File: src/sv/sxf_pkg.sv
package sxf_pkg;

  // Frame control bytes
  localparam logic [7:0] BYTE_STX = 8'h02;
  localparam logic [7:0] BYTE_ETX = 8'h03;
  localparam logic [7:0] BYTE_ENQ = 8'h05;

  // First payload position in a frame (STX at 0, count at 1)
  localparam logic [7:0] POS_FIRST_DATA = 8'd2;
  localparam logic [7:0] POS_COUNT      = 8'd1;

  typedef enum logic [1:0] {
    PH_IDLE  = 2'd0,
    PH_COUNT = 2'd1,
    PH_BODY  = 2'd2,
    PH_CHECK = 2'd3
  } phase_t;

  typedef enum logic [2:0] {
    EV_PAYLOAD = 3'd0,
    EV_GOOD    = 3'd1,
    EV_BADSUM  = 3'd2,
    EV_NOEND   = 3'd3,
    EV_ENQ     = 3'd4
  } event_kind_t;

  // One result word from the parser to the output register
  typedef struct packed {
    logic        hit;
    event_kind_t kind;
    logic [7:0]  data;
    logic [7:0]  idx;
  } sxf_result_t;

endpackage

File: src/sv/sxf_in_reg.sv
module sxf_in_reg (
  input  logic       clk,
  input  logic       rst,
  input  logic       in_valid,
  output logic       in_ready,
  input  logic [7:0] rx_byte,
  input  logic       take,
  output logic       held_valid,
  output logic [7:0] held_byte
);

  // Free when empty or when the held word leaves this cycle
  assign in_ready = !held_valid || take;

  always_ff @(posedge clk) begin
    if (rst) begin
      held_valid <= 1'b0;
    end else if (in_ready) begin
      held_valid <= in_valid;
    end
  end

  always_ff @(posedge clk) begin
    if (in_valid && in_ready) begin
      held_byte <= rx_byte;
    end
  end

endmodule

File: src/sv/sxf_parser.sv
module sxf_parser (
  input  logic                 clk,
  input  logic                 rst,
  input  logic [7:0]           b,
  input  logic                 advance,
  output sxf_pkg::sxf_result_t res
);

  sxf_pkg::phase_t phase, phase_next;
  logic [7:0] frame_length, frame_length_next;
  logic [7:0] position, position_next;
  logic [7:0] running_xor, running_xor_next;

  always_ff @(posedge clk) begin
    if (rst) begin
      phase        <= sxf_pkg::PH_IDLE;
      frame_length <= '0;
      position     <= '0;
      running_xor  <= '0;
    end else if (advance) begin
      phase        <= phase_next;
      frame_length <= frame_length_next;
      position     <= position_next;
      running_xor  <= running_xor_next;
    end
  end

  always_comb begin
    phase_next        = phase;
    frame_length_next = frame_length;
    position_next     = position;
    running_xor_next  = running_xor;
    res.hit  = 1'b0;
    res.kind = sxf_pkg::EV_PAYLOAD;
    res.data = '0;
    res.idx  = '0;
    unique case (phase)
      sxf_pkg::PH_IDLE: begin
        if (b == sxf_pkg::BYTE_ENQ) begin
          res.hit  = 1'b1;
          res.kind = sxf_pkg::EV_ENQ;
        end else if (b == sxf_pkg::BYTE_STX) begin
          phase_next        = sxf_pkg::PH_COUNT;
          position_next     = sxf_pkg::POS_COUNT;
          running_xor_next  = '0;
          frame_length_next = '0;
        end
      end
      sxf_pkg::PH_COUNT: begin
        // Treat a zero count as one; both end on the count byte itself
        frame_length_next = (b == 8'd0) ? 8'd1 : b;
        if (b <= 8'd1) begin
          phase_next    = sxf_pkg::PH_IDLE;
          position_next = '0;
          res.hit       = 1'b1;
          res.kind      = sxf_pkg::EV_NOEND;
        end else begin
          running_xor_next = b;
          position_next    = sxf_pkg::POS_FIRST_DATA;
          phase_next       = sxf_pkg::PH_BODY;
        end
      end
      sxf_pkg::PH_BODY: begin
        if (position < frame_length) begin
          running_xor_next = running_xor ^ b;
          position_next    = position + 8'd1;
          res.hit  = 1'b1;
          res.kind = sxf_pkg::EV_PAYLOAD;
          res.data = b;
          res.idx  = position - sxf_pkg::POS_FIRST_DATA;
        end else if (b == sxf_pkg::BYTE_ETX) begin
          running_xor_next = running_xor ^ b;
          position_next    = position + 8'd1;
          phase_next       = sxf_pkg::PH_CHECK;
        end else begin
          // Missing end marker: re-examine this byte as a sync byte
          if (b == sxf_pkg::BYTE_STX) begin
            phase_next        = sxf_pkg::PH_COUNT;
            position_next     = sxf_pkg::POS_COUNT;
            running_xor_next  = '0;
            frame_length_next = '0;
          end else begin
            phase_next    = sxf_pkg::PH_IDLE;
            position_next = '0;
          end
          res.hit  = 1'b1;
          res.kind = sxf_pkg::EV_NOEND;
        end
      end
      sxf_pkg::PH_CHECK: begin
        phase_next    = sxf_pkg::PH_IDLE;
        position_next = '0;
        res.hit  = 1'b1;
        res.kind = (b == running_xor) ? sxf_pkg::EV_GOOD : sxf_pkg::EV_BADSUM;
      end
      default: begin
        phase_next = sxf_pkg::PH_IDLE;
      end
    endcase
  end

endmodule

File: src/sv/sxf_out_reg.sv
module sxf_out_reg (
  input  logic                 clk,
  input  logic                 rst,
  input  sxf_pkg::sxf_result_t res,
  input  logic                 load,
  output logic                 room,
  output logic                 out_valid,
  input  logic                 out_ready,
  output logic [2:0]           event_kind,
  output logic [7:0]           data_byte,
  output logic [7:0]           byte_index
);

  assign room = !out_valid || out_ready;

  always_ff @(posedge clk) begin
    if (rst) begin
      out_valid <= 1'b0;
    end else if (room) begin
      out_valid <= load && res.hit;
    end
  end

  always_ff @(posedge clk) begin
    if (room && load && res.hit) begin
      event_kind <= res.kind;
      data_byte  <= res.data;
      byte_index <= res.idx;
    end
  end

endmodule

File: src/sv/stx_etx_xor_frame_receiver_top.sv
// STX / count / ETX / XOR-checksum frame receiver.
//
// Input channel (in_valid / in_ready / rx_byte): one received serial byte per
// word. Output channel (out_valid / out_ready / event_kind, data_byte,
// byte_index): at most one event per input word: a payload byte with its
// index, frame good, checksum mismatch, missing end marker, or enquiry.
// Bytes that cause no event (idle noise, STX, a count above one, ETX) produce nothing.
//
// Path: an accepted byte sits in the input register, is parsed by the
// compare/XOR logic, and its event loads into the output register once
// the output register has room.
// Throughput: one byte per cycle while no event waits on a stalled output,
// set by the frame state (phase, length, position, XOR) that every byte updates.
//
// Reset (rst, synchronous): frame state returns to idle, both registers
// empty. When the receiver stalls, an event waits in the output register;
// the input register still takes one more byte, and a byte that makes no
// event keeps flowing. A byte that would make an event holds in the input
// register and in_ready drops until out_ready frees the output.
module stx_etx_xor_frame_receiver_top (
  input  logic       clk,
  input  logic       rst,
  input  logic       in_valid,
  output logic       in_ready,
  input  logic [7:0] rx_byte,
  output logic       out_valid,
  input  logic       out_ready,
  output logic [2:0] event_kind,
  output logic [7:0] data_byte,
  output logic [7:0] byte_index
);

  logic                 held_valid;
  logic [7:0]           held_byte;
  logic                 take;
  logic                 room;
  sxf_pkg::sxf_result_t res;

  // Advance the held byte unless its event has nowhere to go
  assign take = held_valid && (room || !res.hit);

  sxf_in_reg u_in_reg (
    .clk        (clk),
    .rst        (rst),
    .in_valid   (in_valid),
    .in_ready   (in_ready),
    .rx_byte    (rx_byte),
    .take       (take),
    .held_valid (held_valid),
    .held_byte  (held_byte)
  );

  sxf_parser u_parser (
    .clk     (clk),
    .rst     (rst),
    .b       (held_byte),
    .advance (take),
    .res     (res)
  );

  sxf_out_reg u_out_reg (
    .clk        (clk),
    .rst        (rst),
    .res        (res),
    .load       (take),
    .room       (room),
    .out_valid  (out_valid),
    .out_ready  (out_ready),
    .event_kind (event_kind),
    .data_byte  (data_byte),
    .byte_index (byte_index)
  );

  // Reset empties both stages
  a_reset_empty: assert property (@(posedge clk)
    rst |=> (!out_valid && !held_valid))
    else $error("pipeline not empty after reset");

  // Only payload events carry data and an index
  a_non_payload_zero: assert property (@(posedge clk) disable iff (rst)
    (out_valid && event_kind != sxf_pkg::EV_PAYLOAD) |->
      (data_byte == 8'd0 && byte_index == 8'd0))
    else $error("non-payload event carries data");

  // Payload index stays within a 255-byte frame
  a_index_range: assert property (@(posedge clk) disable iff (rst)
    (out_valid && event_kind == sxf_pkg::EV_PAYLOAD) |-> (byte_index <= 8'd253))
    else $error("payload index out of range");

  // An event-producing byte blocked by a stalled output blocks the input
  a_backpressure: assert property (@(posedge clk) disable iff (rst)
    (held_valid && res.hit && out_valid && !out_ready) |-> !in_ready)
    else $error("input accepted while event is blocked");

endmodule

File: config.mk
export PLATFORM = sky130hd
export DESIGN_NAME = stx_etx_xor_frame_receiver_top
export DESIGN_NICKNAME = d
export VERILOG_FILES = /design/src/sv/sxf_pkg.sv /design/src/sv/sxf_in_reg.sv /design/src/sv/sxf_parser.sv /design/src/sv/sxf_out_reg.sv /design/src/sv/stx_etx_xor_frame_receiver_top.sv
export SDC_FILE = /design/constraint.sdc
export NUM_CORES = 1
export LEC_CHECK = 0
export BUFFER_PORTS_ARGS = -buffer_cell sky130_fd_sc_hd__clkbuf_2
export CORE_MARGIN = 2
export CORE_UTILIZATION = 32
export DETAILED_ROUTE_END_ITERATION = 16
export GPL_TIMING_DRIVEN = 0
export SLEW_MARGIN = 20
export SYNTH_ARGS = -nofsm -noshare
export SYNTH_HDL_FRONTEND = slang
export SYNTH_HIERARCHICAL = 1
export SYNTH_SLANG_ARGS = --single-unit
export TNS_END_PERCENT = 30
File: constraint.sdc
create_clock -name clk -period 8.7 [get_ports clk]
set_clock_uncertainty 0.05 [all_clocks]
set_input_delay 1.74 -clock clk [delete_from_list [all_inputs] [get_ports clk]]
set_output_delay 1.74 -clock clk [all_outputs]
set_load 0.02 [all_outputs]
Word-level counts from Yosys, hierarchy flattened --
Cells that the tools add are included.
Operators by class: $add $sub $neg 2, $lt $le $gt $ge 2, equal/unequal tests 12, mux-type cells 32, bitwise operators 1, reductions and logical operators 19
Operators with widths (number):
- 2-to-1 mux 8 bit | 14
- one-hot mux 8 bit (3 select lines) | 2
- one-hot mux 8 bit (4 select lines) | 1
- == test 8 x 2 -> 1 bit, second input constant | 2
- 2-to-1 mux 4 bit | 4
- one-hot mux 4 bit (4 select lines) | 1
- 2-to-1 mux 2 bit | 7
- adder 8 x 1 -> 8 bit, second input constant | 1
- == test 8 x 3 -> 1 bit, second input constant | 1
- == test 8 bit | 1
- less-or-equal comparator 8 x 1 -> 1 bit, second input constant | 1
- logical NOT 8 bit | 1
- < comparator 8 bit | 1
- inequality test 2 bit, second input constant | 4
- one-hot mux 2 bit (4 select lines) | 1
- AND reduction 4 bit | 2
- subtractor 8 x 2 -> 8 bit, second input constant | 1
- XOR 8 bit | 1
- logical AND 1 bit | 5
- AND reduction 5 bit | 1
- == test 2 bit, second input constant | 2
- logical NOT 1 bit | 3
- logical OR 1 bit | 3
- AND reduction 3 bit | 1
- other kinds (6) | 7
Storage, ports and cells: register bits after elaboration 55, bits of input ports 12, word-level logic and storage cells 78

Longest topological paths before layout --
depth after elaboration 9, mapped depth 15

Hierarchy --
The synthesis kept the hierarchy.
By module, submodules not included:
- sxf_parser | instances 1, cells an instance 283, area each 2140.8 um^2, sequential area each 520.5 um^2
- sxf_out_reg | instances 1, cells an instance 24, area each 633.1 um^2, sequential area each 590.6 um^2
- sxf_in_reg | instances 1, cells an instance 13, area each 295.3 um^2, sequential area each 260.2 um^2
- stx_etx_xor_frame_receiver_top | instances 1, cells an instance 2, area each 11.3 um^2, sequential area each 0.0 um^2

Worst setup path after synthesis --
OpenSTA, ideal clock, no wires.
path type register to output, start register u_in_reg.held_byte[4], end output port in_ready, arrival 2510 ps, data required time 6910 ps, path slack 4400 ps, cell stages (with the launch flop) 9, path buffers 0, path through edfxtp_1 or4_4 nor3_1 a21o_1 nand2_1 a211oi_1 o21ai_0 a21boi_1 nand2b_4
RTL lines:
- start, declared | RTL line sxf_in_reg.sv:9 | output logic [7:0] held_byte
- start signal, assigned | RTL line sxf_in_reg.sv:25 | held_byte <= rx_byte;
- end, declared | RTL line stx_etx_xor_frame_receiver_top.sv:24 | output logic in_ready,

==> metrics.yaml <==
status: "complete, no violations"
yosysUniqueCellTypes: 58
tightest_slew_ns: 1.036
ys_seq_area_share_pct: 44.52
rsz0062_at_grt: "no"
area_growth_pct: 13.57
vias: 2546
crit_start: "u_in_reg/held_byte[5]"
total_power_w: 0.0004477
diodes: 0
antenna_found_initial: 0
crit_end: "in_ready"
syn_area_per_cell_um2: 9.567
clock-root-buffer: "clkbuf_8"
yosysTopAreaCellShare_pct: 26.32
criticalPathCategory: "register to output port"
worstPathArrival_ns: 3.47
hold_path_class: "register to register"
max_freq_mhz: 190.2
grtUsageTotal_pct: 14.67
r2r_slack_ns: 4.30
post_cts_buffers: 0
synthArstFlopShare_pct: 0
hpwl_um: 5333
yosys_warnings: 6
io_pins: 33
antenna_left: 0
viasPerCell: 5.185
yosysTopAreaCell: "edfxtp_1"
cts_resized: 0
whs_ns: 0.4068
timing.final.ws_setup_ns: 3.443
synth-seq-cells: 55
p_leak_nw: 1.255
port-buffer-count: 32
ir_drop_v: 0.00006938
nets: 387
wl_um: 7198
start_util_pct: 33.18
routabilityCongestion: 0.8375
setup_tns_ns: 0
cts.path.max_buffers: 2
setup_violations: 0
rows: 35
numCtsBuffers: 5
die_area_um2: 10430
r2r_cells: 12
netlist_area_um2: 3080
core_area_um2: 9284
cts_hold_buf: 0
synth_cells: 322
first_pass_iters: 4
hold_viol_final: 0
post-place-ws_ns: 3.785
clkLatencyLatePin_ns: 0.31
die_w_um: 102.1
startpoint_type: "register"
fillCellCount: 940
layout_min_cycle_time_ns: 5.257
timing.final.max_slew_violations: 0
slew_headroom_pct: 30.38
worst-path-max-fanout: 8
reg2reg_from: "u_in_reg/held_byte[5]"
first_global_vias: 2471
end_kind: "output port"
clk_pin_slew_worst_paths_ns: 0.11
timing.rr.end: "u_parser/running_xor[7]"
wl_per_cell_um: 14.66
grt_pass1_wl_um: 11960
powerDensity_nw_per_um2: 128.0
drive_above_1_share_pct: 17.68
final_common_cell: "clkbuf_2"
cp_data_required_time_ns: 6.91
cts_tree: "done"
period_share_pct: 60.42
synth_edf_count: 27
synth_area_leaders: "edfxtp_1, dfxtp_1, ha_1"
hold_depth: 2
syn-num-nets: 348
ys.flop_type: "dfxtp_1"
die_h_um: 102.1
mostFrequentLayoutCells: "clkbuf_2, dfxtp_1, edfxtp_1, nand2_1, a21oi_1"
drt_iter0_drc: 144
grt_max_degree: 20
cap_violations: 0
cts.htree.levels: 2
drc: 0
overflow: 0
cts_sinks: 55
[logic make-up (layout without fill, tap and decap cells)]
kind of cell               Yosys count  after routing  synth area share (%)
and+or+nand+nor                    119            119                 21.61
DFF                                 55             55                 44.52
AOI/OAI and AO/OA                   86             86                 19.29
buffers and inverters               35             75                 4.752
xor gates and xnor gates            12             12                 3.412
muxes                                1              1                0.7311
adders and majority gates           14             14                 5.686
[worst min-delay path by stage]
stage | to | slack [ns] | startpoint
finish | u_parser/frame_length[3] | 0.41 | u_parser/frame_length[3]
global placement | u_parser/frame_length[7] | 0.40 | u_parser/frame_length[7]
global route | u_parser/frame_length[7] | 0.43 | u_parser/frame_length[7]
CTS | u_parser/frame_length[3] | 0.41 | u_parser/frame_length[3]
detailed placement | u_parser/frame_length[3] | 0.40 | u_parser/frame_length[3]
floorplan | u_parser/frame_length[3] | 0.38 | u_parser/frame_length[3]
[critical path, cell delays in order (launching register included)]
cell and delay (ns):
edfxtp_1 0.53, or4_4 0.62, nor3_1 0.47, a21o_1 0.20, nand2_1 0.05, a211oi_1 0.19, o21ai_0 0.15, a21boi_1 0.51
nand2b_4 0.26, clkbuf_2 0.17
[routing by layer]
layer / vias to the layer above / routed length [um] / track usage [%]
li1: 1265 / - / -
met1: 1218 / 3402 / 18.74
met2: 58 / 3447 / 25.40
met3: 5 / 294 / 3.146
met4: 0 / 53 / 3.487
met5: - / 0 / 0
[flip-flops by register name, summed over array words and instances (netlist names)]
signal	count
u_in_reg/held_byte	8
u_out_reg/byte_index	8
u_out_reg/data_byte	8
u_parser/frame_length	8
u_parser/position	8
u_parser/running_xor	8
u_out_reg/event_kind	3
u_parser/phase	2
u_in_reg/held_valid	1
u_out_reg/out_valid	1
[metrics by stage]
stage / instances / utilization (%) / cell area [um^2]
after global placement: 483 / 36.64 / 3402
after detailed placement: 483 / 36.64 / 3402
after CTS: 491 / 37.63 / 3493
final: 491 / 37.68 / 3498
after global routing: 491 / 37.68 / 3498
after floorplan: 322 / - / 3080
[area by class of cell]
| class | instances | area (um^2) | area share, % |
|---|---|---|---|
| buffer | 17 | 78.83 | 2.253 |
| clock inverter | 3 | 22.52 | 0.6438 |
| timing repair buffer | 32 | 160.2 | 4.578 |
| sequential | 55 | 1371 | 39.20 |
| multi-input combinational | 232 | 1568 | 44.81 |
| inverter | 18 | 67.56 | 1.931 |
| tap | 129 | 161.4 | 4.614 |
| clock buffer | 5 | 68.82 | 1.967 |
[Yosys cell counts (7+ instances only)]
| cell | count |
|---|---|
| a21oi_1 | 23 |
| a31oi_1 | 8 |
| and2_1 | 9 |
| clkbuf_1 | 10 |
| dfxtp_1 | 28 |
| edfxtp_1 | 27 |
| ha_1 | 14 |
| inv_1 | 18 |
| nand2_1 | 27 |
| nand3_1 | 14 |
| nor2_1 | 15 |
| nor2b_1 | 7 |
| nor4_1 | 13 |
| o21ai_0 | 10 |
| xnor2_1 | 8 |
[where the power goes]
group | internal [W] | total (W) | switching (W) | leakage [nW]
sequential | 0.000273 | 0.000277 | 0.00000400 | 0.445
clock | 0.0000586 | 0.000149 | 0.0000904 | 0.0489
combinational | 0.00000860 | 0.0000218 | 0.0000132 | 0.762
total | 0.000340 | 0.000448 | 0.000108 | 1.26
(Power assumes the default switching activity.)
